### config.mk
export PLATFORM = sky130hd
export DESIGN_NAME = i2c_master_bit_engine_unit_flat
export DESIGN_NICKNAME = d
export VERILOG_FILES = /design/src/hdl/i2cbe_pkg.sv /design/src/hdl/i2cbe_ifs.sv /design/src/hdl/i2c_master_bit_engine_unit.sv /design/src/hdl/i2cbe_core.sv /design/src/flat_wrapper.sv
export SDC_FILE = /design/constraint.sdc
export NUM_CORES = 1
export LEC_CHECK = 0
export ABC_AREA = 1
export BUFFER_PORTS_ARGS = -buffer_cell sky130_fd_sc_hd__clkbuf_2
export CORE_ASPECT_RATIO = 1.4
export CORE_MARGIN = 2
export CORE_UTILIZATION = 30
export CTS_CLUSTER_SIZE = 12
export DETAILED_ROUTE_END_ITERATION = 10
export PLACE_DENSITY = 0.5
export SLEW_MARGIN = 20
export SYNTH_ARGS = -nofsm -noshare
export SYNTH_HDL_FRONTEND = slang
export SYNTH_SLANG_ARGS = --single-unit
### constraint.sdc
create_clock -name clk -period 2.6 [get_ports clk]
set_input_delay 0.26 -clock clk [delete_from_list [all_inputs] [get_ports clk]]
set_output_delay 0.26 -clock clk [all_outputs]
set_load 0.03 [all_outputs]
### src/hdl/i2cbe_pkg.sv
package i2cbe_pkg;

	typedef enum logic [2:0] {
		OP_START   = 3'd0,
		OP_STOP    = 3'd1,
		OP_RESTART = 3'd2,
		OP_WRITE   = 3'd3,
		OP_RXACK   = 3'd4,
		OP_READ    = 3'd5,
		OP_ACK     = 3'd6,
		OP_NACK    = 3'd7
	} op_t;

	// Last sub-tick of a bit slot and last bit of a byte.
	localparam logic [1:0] SUB_LAST = 2'd2;
	localparam logic [2:0] BIT_LAST = 3'd7;

	typedef struct packed {
		logic       cmd_valid;
		logic [2:0] opcode;
		logic [7:0] tx_byte;
		logic       sda_in;
	} tick_t;

	typedef struct packed {
		logic       scl_level;
		logic       sda_release;
		logic       busy_res;
		logic       done_res;
		logic [7:0] rx_byte;
		logic       ack_received;
	} res_t;

endpackage

### src/hdl/i2cbe_ifs.sv
interface i2cbe_tick_if;
	logic       valid;
	logic       ready;
	logic       cmd_valid;
	logic [2:0] opcode;
	logic [7:0] tx_byte;
	logic       sda_in;

	modport source (output valid, cmd_valid, opcode, tx_byte, sda_in, input ready);
	modport sink (input valid, cmd_valid, opcode, tx_byte, sda_in, output ready);
endinterface

interface i2cbe_res_if;
	logic       valid;
	logic       ready;
	logic       scl_level;
	logic       sda_release;
	logic       busy_res;
	logic       done_res;
	logic [7:0] rx_byte;
	logic       ack_received;

	modport source (output valid, scl_level, sda_release, busy_res, done_res, rx_byte,
		ack_received, input ready);
	modport sink (input valid, scl_level, sda_release, busy_res, done_res, rx_byte,
		ack_received, output ready);
endinterface

### src/hdl/i2c_master_bit_engine_unit.sv
// Channel  Modport  Items                 Payload
// tick     sink     one delay tick        cmd_valid, opcode, tx_byte, sda_in
// result   source   one result per tick   scl_level, sda_release, busy_res, done_res,
//                                         rx_byte, ack_received
//
// Every tick item yields one result item: it is first captured in the input register,
// then the line sequencer updates its state and loads the result register.
// One item is taken per cycle, limited only by the result side.
// When the result is not taken, the input register and the result register both hold,
// and tick.ready drops once both are full.
// Reset is asynchronous: SCL and SDA are released, the sequencer goes idle.
module i2c_master_bit_engine_unit (
	input logic          clk,
	input logic          arst_n,
	i2cbe_tick_if.sink   tick,
	i2cbe_res_if.source  result
);

	logic               v_s1;
	i2cbe_pkg::tick_t   tick_s1;
	logic               out_valid_q;
	i2cbe_pkg::res_t    out_q;
	i2cbe_pkg::res_t    res;
	logic               advance;

	// The stage-one item moves on when the result register is empty or being drained.
	assign advance    = !out_valid_q || result.ready;
	assign tick.ready = !v_s1 || advance;

	always_ff @(posedge clk or negedge arst_n) begin
		if (!arst_n) begin
			v_s1        <= 1'b0;
			out_valid_q <= 1'b0;
		end else begin
			if (tick.ready) v_s1 <= tick.valid;
			if (advance) out_valid_q <= v_s1;
		end
	end

	always_ff @(posedge clk) begin
		if (tick.valid && tick.ready) begin
			tick_s1.cmd_valid <= tick.cmd_valid;
			tick_s1.opcode    <= tick.opcode;
			tick_s1.tx_byte   <= tick.tx_byte;
			tick_s1.sda_in    <= tick.sda_in;
		end
		if (advance && v_s1) out_q <= res;
	end

	i2cbe_core u_core (
		.clk    (clk),
		.arst_n (arst_n),
		.step   (advance && v_s1),
		.tick   (tick_s1),
		.res    (res)
	);

	assign result.valid        = out_valid_q;
	assign result.scl_level    = out_q.scl_level;
	assign result.sda_release  = out_q.sda_release;
	assign result.busy_res     = out_q.busy_res;
	assign result.done_res     = out_q.done_res;
	assign result.rx_byte      = out_q.rx_byte;
	assign result.ack_received = out_q.ack_received;

endmodule

### src/hdl/i2cbe_core.sv
module i2cbe_core (
	input  logic            clk,
	input  logic            arst_n,
	input  logic            step,
	input  i2cbe_pkg::tick_t tick,
	output i2cbe_pkg::res_t  res
);

	logic             active_q;
	i2cbe_pkg::op_t   cmd_q;
	logic [1:0]       sub_q;
	logic [2:0]       bit_q;
	logic [7:0]       tx_q;
	logic [7:0]       rx_q;
	logic             scl_q;
	logic             sda_q;
	logic             ack_q;

	logic             start;
	logic             run;
	logic             last;
	i2cbe_pkg::op_t   cmd;
	logic [1:0]       sub;
	logic [2:0]       bidx;
	logic [7:0]       tx;
	logic [7:0]       rx_mid;
	logic             scl_mid;
	logic             sda_mid;
	logic             ack_mid;
	logic             scl_nxt;
	logic             sda_nxt;
	logic             hold_cnt;
	logic [1:0]       sub_nxt;
	logic [2:0]       bit_nxt;

	assign start = !active_q && tick.cmd_valid;
	assign run   = active_q || start;
	assign cmd   = start ? i2cbe_pkg::op_t'(tick.opcode) : cmd_q;
	assign sub   = start ? 2'd0 : sub_q;
	assign bidx  = start ? 3'd0 : bit_q;
	assign tx    = start ? tick.tx_byte : tx_q;

	always_comb begin
		rx_mid   = (start && cmd == i2cbe_pkg::OP_READ) ? 8'd0 : rx_q;
		scl_mid  = scl_q;
		sda_mid  = sda_q;
		ack_mid  = ack_q;
		last     = 1'b0;
		hold_cnt = 1'b0;
		scl_nxt  = 1'b0;
		sda_nxt  = 1'b0;
		if (run) begin
			case (cmd)
				i2cbe_pkg::OP_START: begin
					if (sub == 2'd0) sda_mid = 1'b0;
					else begin
						scl_mid = 1'b0;
						last    = 1'b1;
					end
				end
				i2cbe_pkg::OP_STOP: begin
					if (sub == 2'd0) sda_mid = 1'b0;
					else begin
						scl_mid = 1'b1;
						last    = 1'b1;
					end
				end
				i2cbe_pkg::OP_RESTART: begin
					if (sub == 2'd0) sda_mid = 1'b1;
					else if (sub == 2'd1) scl_mid = 1'b1;
					else begin
						sda_mid = 1'b0;
						last    = 1'b1;
					end
				end
				i2cbe_pkg::OP_WRITE: begin
					if (sub == 2'd0) sda_mid = tx[3'd7 - bidx];
					else if (sub == 2'd1) scl_mid = 1'b1;
					else scl_mid = 1'b0;
					last = (bidx == i2cbe_pkg::BIT_LAST) && (sub == i2cbe_pkg::SUB_LAST);
				end
				i2cbe_pkg::OP_RXACK: begin
					if (sub == 2'd0) sda_mid = 1'b1;
					else if (sub == 2'd1) begin
						scl_mid = 1'b1;
						ack_mid = !tick.sda_in;
						last    = !tick.sda_in;
					end else last = 1'b1;
				end
				i2cbe_pkg::OP_READ: begin
					// The lead-in tick releases SDA and leaves the bit counters at zero.
					if (start) begin
						sda_mid  = 1'b1;
						hold_cnt = 1'b1;
					end else begin
						if (sub == 2'd1) begin
							scl_mid = 1'b1;
							if (tick.sda_in) rx_mid[3'd7 - bidx] = 1'b1;
						end
						last = (bidx == i2cbe_pkg::BIT_LAST) && (sub == i2cbe_pkg::SUB_LAST);
					end
				end
				i2cbe_pkg::OP_ACK, i2cbe_pkg::OP_NACK: begin
					if (sub == 2'd0) sda_mid = (cmd == i2cbe_pkg::OP_NACK);
					else begin
						scl_mid = 1'b1;
						last    = 1'b1;
					end
				end
				default: ;
			endcase
		end

		// Line changes that take effect only after this tick's levels are shown.
		scl_nxt = scl_mid;
		sda_nxt = sda_mid;
		if (run && last) begin
			case (cmd)
				i2cbe_pkg::OP_STOP: sda_nxt = 1'b1;
				i2cbe_pkg::OP_RESTART, i2cbe_pkg::OP_RXACK, i2cbe_pkg::OP_ACK,
				i2cbe_pkg::OP_NACK: scl_nxt = 1'b0;
				default: ;
			endcase
		end
		if (run && cmd == i2cbe_pkg::OP_READ && !start && sub == i2cbe_pkg::SUB_LAST)
			scl_nxt = 1'b0;

		sub_nxt = sub;
		bit_nxt = bidx;
		if (last) begin
			sub_nxt = 2'd0;
			bit_nxt = 3'd0;
		end else if (!hold_cnt) begin
			if (sub == i2cbe_pkg::SUB_LAST) begin
				sub_nxt = 2'd0;
				bit_nxt = bidx + 3'd1;
			end else sub_nxt = sub + 2'd1;
		end
	end

	always_ff @(posedge clk or negedge arst_n) begin
		if (!arst_n) begin
			active_q <= 1'b0;
			cmd_q    <= i2cbe_pkg::OP_START;
			sub_q    <= 2'd0;
			bit_q    <= 3'd0;
			tx_q     <= 8'd0;
			rx_q     <= 8'd0;
			scl_q    <= 1'b1;
			sda_q    <= 1'b1;
			ack_q    <= 1'b0;
		end else if (step && run) begin
			active_q <= !last;
			cmd_q    <= cmd;
			sub_q    <= sub_nxt;
			bit_q    <= bit_nxt;
			tx_q     <= tx;
			rx_q     <= rx_mid;
			scl_q    <= scl_nxt;
			sda_q    <= sda_nxt;
			ack_q    <= ack_mid;
		end
	end

	assign res.scl_level    = scl_mid;
	assign res.sda_release  = sda_mid;
	assign res.busy_res     = run;
	assign res.done_res     = run && last;
	assign res.rx_byte      = rx_mid;
	assign res.ack_received = ack_mid;

	a_idle_counters: assert property (@(posedge clk) disable iff (!arst_n)
		!active_q |-> (sub_q == 2'd0 && bit_q == 3'd0))
		else $error("bit counters not cleared while idle");

	a_sub_range: assert property (@(posedge clk) disable iff (!arst_n)
		sub_q != 2'd3)
		else $error("sub-tick counter out of range");

	a_done_ends: assert property (@(posedge clk) disable iff (!arst_n)
		(step && res.done_res) |=> !active_q)
		else $error("sequence still active after its done tick");

endmodule

### src/flat_wrapper.sv
// flat-port wrapper written by rule: the top's interface ports become plain ports
module i2c_master_bit_engine_unit_flat 
  (clk, arst_n, tick_valid, tick_cmd_valid, tick_opcode, tick_tx_byte, tick_sda_in, tick_ready, result_valid, result_scl_level, result_sda_release, result_busy_res, result_done_res, result_rx_byte, result_ack_received, result_ready);
  i2cbe_tick_if tick_i ();
  i2cbe_res_if result_i ();
  input logic clk;
  input logic arst_n;
  input wire logic [$bits(tick_i.valid)-1:0] tick_valid;
  input wire logic [$bits(tick_i.cmd_valid)-1:0] tick_cmd_valid;
  input wire logic [$bits(tick_i.opcode)-1:0] tick_opcode;
  input wire logic [$bits(tick_i.tx_byte)-1:0] tick_tx_byte;
  input wire logic [$bits(tick_i.sda_in)-1:0] tick_sda_in;
  output wire logic [$bits(tick_i.ready)-1:0] tick_ready;
  output wire logic [$bits(result_i.valid)-1:0] result_valid;
  output wire logic [$bits(result_i.scl_level)-1:0] result_scl_level;
  output wire logic [$bits(result_i.sda_release)-1:0] result_sda_release;
  output wire logic [$bits(result_i.busy_res)-1:0] result_busy_res;
  output wire logic [$bits(result_i.done_res)-1:0] result_done_res;
  output wire logic [$bits(result_i.rx_byte)-1:0] result_rx_byte;
  output wire logic [$bits(result_i.ack_received)-1:0] result_ack_received;
  input wire logic [$bits(result_i.ready)-1:0] result_ready;
  assign tick_i.valid = tick_valid;
  assign tick_i.cmd_valid = tick_cmd_valid;
  assign tick_i.opcode = tick_opcode;
  assign tick_i.tx_byte = tick_tx_byte;
  assign tick_i.sda_in = tick_sda_in;
  assign tick_ready = tick_i.ready;
  assign result_valid = result_i.valid;
  assign result_scl_level = result_i.scl_level;
  assign result_sda_release = result_i.sda_release;
  assign result_busy_res = result_i.busy_res;
  assign result_done_res = result_i.done_res;
  assign result_rx_byte = result_i.rx_byte;
  assign result_ack_received = result_i.ack_received;
  assign result_i.ready = result_ready;
  i2c_master_bit_engine_unit u_core (.clk(clk), .arst_n(arst_n), .tick(tick_i), .result(result_i));
endmodule
==> flow_summary.ini, run 1 <==
[placed_design]
dp_hpwl_mm = 4.32
portBuffers = 31
postPlaceCellArea_um2 = 3020
routabilityCongestion = 0.827
dp.cells = 451

[global_route]
grt_use_total_pct = 12.6
antenna_found_initial = 0
grt_pass1_wl_mm = 9.74
grt_max_degree = 31
grt_pass1_vias = 2073
overflow = 0

[synthesis]
synthTopCellsByArea = edfxtp_1 (29%), dfrtp_1 (26%), nand2_1 (13%), inv_1 (5.9%), nor2_1 (3.7%)
synth_edf_count = 26
async_flop_share_pct = 53.6
syn_inst = 315
synth_seq_area_share_pct = 56.1
synth_cell_types = 33
ys_top_cells_by_count = nand2_1 (94), inv_1 (43), dfrtp_1 (28)
ys_seq_elements = 56
yosysTopAreaCellShare_pct = 28.5
netlist_area_um2 = 2740
syn_nets = 334
synth_most_common_cell = nand2_1
synth_top_flop_cell = dfrtp_1
yosysTopAreaCell = edfxtp_1
avgSynthCellArea_um2 = 8.68
synth_warnings = 0

[final_layout]
nFillCells = 923
multi_input_area_um2 = 986
n_antenna_cell = 0
postLayoutCellArea_um2 = 3190
final_cell_count_no_fill = 459
syn_to_final_growth_pct = 16.7
seq_area_um2 = 1530
layout.nets = 370
drive_above_1_share_pct = 19.0

[floorplanning]
pin_count = 32
row_count = 41
start_util_pct = 30.6
coreArea_um2 = 8930
die_w_um = 84.7
die_area_um2 = 9910
die_h_um = 117

[clock_tree]
clkLatencyLatePin_ns = 0.30
h-tree-depth = 2
cts_buffers = 5
holdBufCountCts = 0
cts_root_buf = clkbuf_16
cts.repair.resized = 0
cts.path.max_buffers = 2
cts_tree = built
cts_sinks = 56
cts_setup_buffers = 0
cts.clk_slew.worst_paths_ns = 0.08

[hold_path]
holdCritPathClass = in -> async

[sta]
finClkSkew_ns = 0.00949
grt_setup_unrepaired = no
fin_crit_ns = 2.15
tns_ns = 0
slew_violations = 0
fmax_mhz = 465
hold_viol = 0
relSlewSlack_pct = 46.4
finalSetupViolCount = 0
tightest_slew_ns = 0.804
fin_crit_sh_pct = 82.8

[routing]
drt_iter0_markers = 148
first_pass_iters = 4
postRouteAntennaNets = 0
detail_route.wl_per_cell_um = 12.7
drt_wl_total_mm = 5.82
drc = 0
viasPerCell = 4.62
vias = 2122

[run]
max_cap_violations = 0

[setup_path]
arrival_ns = 2.32
cp.required_ns = 2.77
r2r_setup_slack_ns = 0.45
endpoint_kind = register
reg2reg_from = u_core.tick_s1[12]$_DFFE_PP_
reg2reg_depth = 12
start_kind = register
path_max_fanout = 19
path_class = reg -> reg
r2r-end = u_core.u_core.active_q$_DFFE_PN0P_

[pwr]
p_per_area_nw_per_um2 = 1120
ir_drop_mv = 0.354
power_mw = 3.57
power_leakage_nw = 1.53

[status]
outcome = complete, no violations
-- cells by family (layout without fill, tap and decap cells) --
logic type / after synthesis / count (layout) / share of synthesized area, %
buffers and inverters: 54 / 91 / 7.87
adder cells (fa/ha/maj): 2 / 2 / 0.915
multiplexers: 4 / 4 / 1.65
AO/OA/AOI/OAI: 48 / 48 / 10.2
flip-flops: 56 / 56 / 56.1
AND/OR/NAND/NOR: 151 / 151 / 23.2
-- through the flow --
step                      hold slack (ns)  util (%)  worst slack [ns]
after global routing                0.100      35.7             0.192
after floorplan                   -0.0356         -             0.678
final                              0.0349      35.7             0.448
after CTS                          0.0669      35.7             0.466
after detailed placement            0.398      33.8             0.465
after global placement              0.400      33.8             0.543
-- critical path, stage by stage (launching register included) --
cell and delay (ns):
edfxtp_1 0.53, nand2_4 0.26, nand2_1 0.14, inv_1 0.08, ha_1 0.15, ha_1 0.14
nand3_1 0.08, nor2_1 0.11, nor2_1 0.04, nand2_1 0.09, nand2_1 0.09, nand2_1 0.19
o21ai_0 0.12
-- report_power, final --
part | switching (mW) | leakage (nW) | internal (mW) | total, mW
clock network | 0.333 | 0.0857 | 0.461 | 0.794
logic | 0.971 | 0.806 | 0.439 | 1.41
registers | 0.128 | 0.635 | 1.23 | 1.36
-- flip-flops by register name, summed over array words and instances (netlist names), 2 cells and up --
| register | flops |
|---|---|
| u_core.u_core.sub_q | 2 |
| u_core.u_core.tx_q | 8 |
| u_core.tick_s1 | 13 |
| u_core.u_core.cmd_q | 3 |
| u_core.u_core.rx_q | 8 |
| u_core.u_core.bit_q | 3 |
| u_core.result.rx_byte | 8 |
-- layer usage --
| layer | routed length, µm | up-vias | GRT usage (%) |
|---|---|---|---|
| met3 | 247 | 12 | 2.45 |
| li1 | - | 1094 | - |
| met4 | 160 | 0 | 6.56 |
| met1 | 2340 | 971 | 13.7 |
| met5 | 0 | - | 0 |
| met2 | 3070 | 45 | 23.4 |
-- cell type report --
cell class              instances  area share (%)
clock buffers                   5            3.92
clock inverters                 3            1.45
inverters                      48            5.65
multi-input cells             205            30.9
flip-flops and latches         56            48.1
well taps                     107            4.20
repair buffers                 35            5.80
-- how the worst max path moves through the flow --
stage                                             startpoint                                 end  slack [ns]  depth (start not counted)
after floorplan                 u_core.tick_s1[12]$_DFFE_PP_  u_core.u_core.active_q$_DFFE_PN0P_        0.68                         14
after global placement          u_core.tick_s1[12]$_DFFE_PP_  u_core.u_core.active_q$_DFFE_PN0P_        0.54                         12
after detailed placement  u_core.u_core.active_q$_DFFE_PN0P_  u_core.u_core.bit_q[1]$_DFFE_PN0P_        0.47                         13
after CTS                       u_core.tick_s1[12]$_DFFE_PP_  u_core.u_core.active_q$_DFFE_PN0P_        0.47                         12
after global routing            u_core.tick_s1[12]$_DFFE_PP_  u_core.u_core.bit_q[1]$_DFFE_PN0P_        0.19                         12
final                           u_core.tick_s1[12]$_DFFE_PP_  u_core.u_core.active_q$_DFFE_PN0P_        0.45                         12
-- placed cells by master (no fill, tap or decap), types with 2 or more instances in the layout --
master and n:
nand2_1 94, inv_1 43, clkbuf_2 31, dfrtp_1 28, nor2_1 27, edfxtp_1 26
o21ai_0 18, nand3_1 16, o21ai_1 11, o22ai_1 6, clkbuf_16 5, inv_2 4
nand2_2 4, a21oi_2 4, mux2_2 4, buf_4 4, nor2_2 3, a21oi_1 3
nand4_1 2, o31ai_1 2, ha_1 2, dfstp_2 2
Power figures use the tool's default switching activity.
==> inputs of run 2 (changes only) <==
- PLACE_DENSITY: 0.5 -> 0.51
- clock period: 2.6 -> 1.97 ns (I/O delays scaled with it)
==> run 2 against run 1 <==
  * The flow now finishes with violations (hold timing)
  * Fmax up 11%
  * Clock skew down 0.0033 ns
  * Worst setup slack worse by 0.41 ns
  * Sequential power up 33%
==> flow_summary.ini, run 2 (synthesis results as in run 1) <==
[sta]
fin_hold_ws_ns = -0.0244
fin_crit_ns = 1.94
finClkSkew_ns = 0.00621
grt_setup_unrepaired = yes
fmax_mhz = 516
tns_ns = 0
slew_violations = 0
fin_crit_sh_pct = 98.3
worst_slack_ns = 0.0330
finalSetupViolCount = 0
tightest_slew_ns = 0.817
relSlewSlack_pct = 45.5
hold_viol = 28

[pwr]
power_leakage_nw = 1.67
power_mw = 5.33
p_per_area_nw_per_um2 = 1490
ir_drop_mv = 0.615

[placed_design]
dp_hpwl_mm = 4.63
portBuffers = 31
dp_slack_ns = 0.00249
routabilityCongestion = 0.861

[run]
max_cap_violations = 0

[final_layout]
n_antenna_cell = 0
largest_reg_flops = 13
mostFrequentLayoutCell = nand2_1
drive_above_1_share_pct = 32.4
syn_to_final_growth_pct = 31.0
final_core_util_pct = 40.1
layout.nets = 394
layout_common_cells = nand2_1 (83), inv_1 (39), clkbuf_2 (31)
top_register = u_core.tick_s1

[global_route]
antenna_found_initial = 0
grt_use_total_pct = 13.7
grt_max_degree = 31
overflow = 0
grt_pass1_vias = 2122
grt_pass1_wl_mm = 10.4

[clock_tree]
cts_root_buf = clkbuf_16
cts_sinks = 56
cts.path.max_buffers = 2
cts_buffers = 5
h-tree-depth = 2
clkLatencyLatePin_ns = 0.30
holdBufCountCts = 0
cts_tree = built
cts.clk_slew.worst_paths_ns = 0.07

[setup_path]
start_kind = register
cp.required_ns = 2.03
path_class = reg -> reg
endpoint_kind = register
arrival_ns = 2.00
path_max_fanout = 6

[routing]
vias = 2249
viasPerCell = 4.66
drc = 0
detail_route.wl_per_cell_um = 13.5
postRouteAntennaNets = 0
drt_iter0_markers = 119
first_pass_iters = 5
drt_wl_total_mm = 6.50

[status]
violations = hold timing
outcome = finished, violations left

[floorplanning]
die_w_um = 84.7
die_h_um = 117
row_count = 41
die_area_um2 = 9910
pin_count = 32
start_util_pct = 30.6
coreArea_um2 = 8930

[hold_path]
holdCritPathClass = in -> async
run 2: cell count changes in the layout (fill, tap and decap cells not counted), sizes merged:
| cell | previous run | this run |
|---|---|---|
| buf | 4 | 27 |
| clkbuf | 36 | 37 |
| clkinv | 2 | 1 |
| nand2 | 99 | 100 |
run 2: power breakdown:
part           switching, mW  total [mW]  internal [mW]  leakage (nW)
logic                   1.57        2.49          0.921         0.957
clock network          0.432        1.04          0.606        0.0815
registers              0.178        1.81           1.63         0.635
total                   2.18        5.33           3.16          1.67
run 2: layer usage:
| metal | global-route usage [%] | wire (µm) |
|---|---|---|
| met1 | 15.5 | 2540 |
| met2 | 24.7 | 3630 |
| met3 | 2.88 | 182 |
| met4 | 6.24 | 142 |
| met5 | 0 | 0 |
run 2: area by class of cell:
type	instances	area (µm²)
fillers	933	5340
repair buffers	58	389
clock buffers	6	129
flip-flops and latches	56	1530
multi-input cells	206	1170
clock inverters	2	38.8
well taps	107	134
inverters	48	185
run 2: final timing paths:
path / from / end / slack (ns) / depth (start not counted)
setup / recovery: u_core.tick_s1[12]$_DFFE_PP_ / u_core.result.sda_release$_DFFE_PP_ / 0.03 / 14
hold / removal: arst_n / u_core.u_core.cmd_q[0]$_DFFE_PN0P_ / -0.02 / 1
setup reg to reg: u_core.tick_s1[12]$_DFFE_PP_ / u_core.result.sda_release$_DFFE_PP_ / 0.03 / 14
hold reg to reg: u_core.tick_s1[1]$_DFFE_PP_ / u_core.u_core.tx_q[0]$_DFFE_PN0P_ / 0.48 / 1
max in group asynchronous: arst_n / u_core.u_core.rx_q[7]$_DFFE_PN0P_ / 1.48 / 1
min in group clk: tick_tx_byte[2] / u_core.tick_s1[3]$_DFFE_PP_ / 0.07 / 1
run 2: metrics by stage:
step	instance area, µm²	cells
final	3580	483
after detailed placement	3110	463
after floorplan	2740	315
after CTS	3280	471
after global routing	3580	483
after global placement	3110	463
run 2: timing repair:
action | in CTS | in global routing
pin swaps | 0 | 11
gates cloned | 0 | 1
buffers inserted | 0 | 11
setup endpoints to repair | 1 | 18
gates resized for setup | 1 | 56
run 2: worst max-delay path, stage by stage, from the launching register on:
cell	delay [ns]
edfxtp_1	0.42
buf_4	0.17
buf_6	0.11
nand2_4	0.08
nand2_1	0.11
nor2_2	0.15
nand2_1	0.07
nor2_1	0.11
nor2_1	0.05
nand2_1	0.10
nand2_1	0.08
nand2_1	0.07
nand2_1	0.05
nand2_1	0.08
nand2_1	0.06
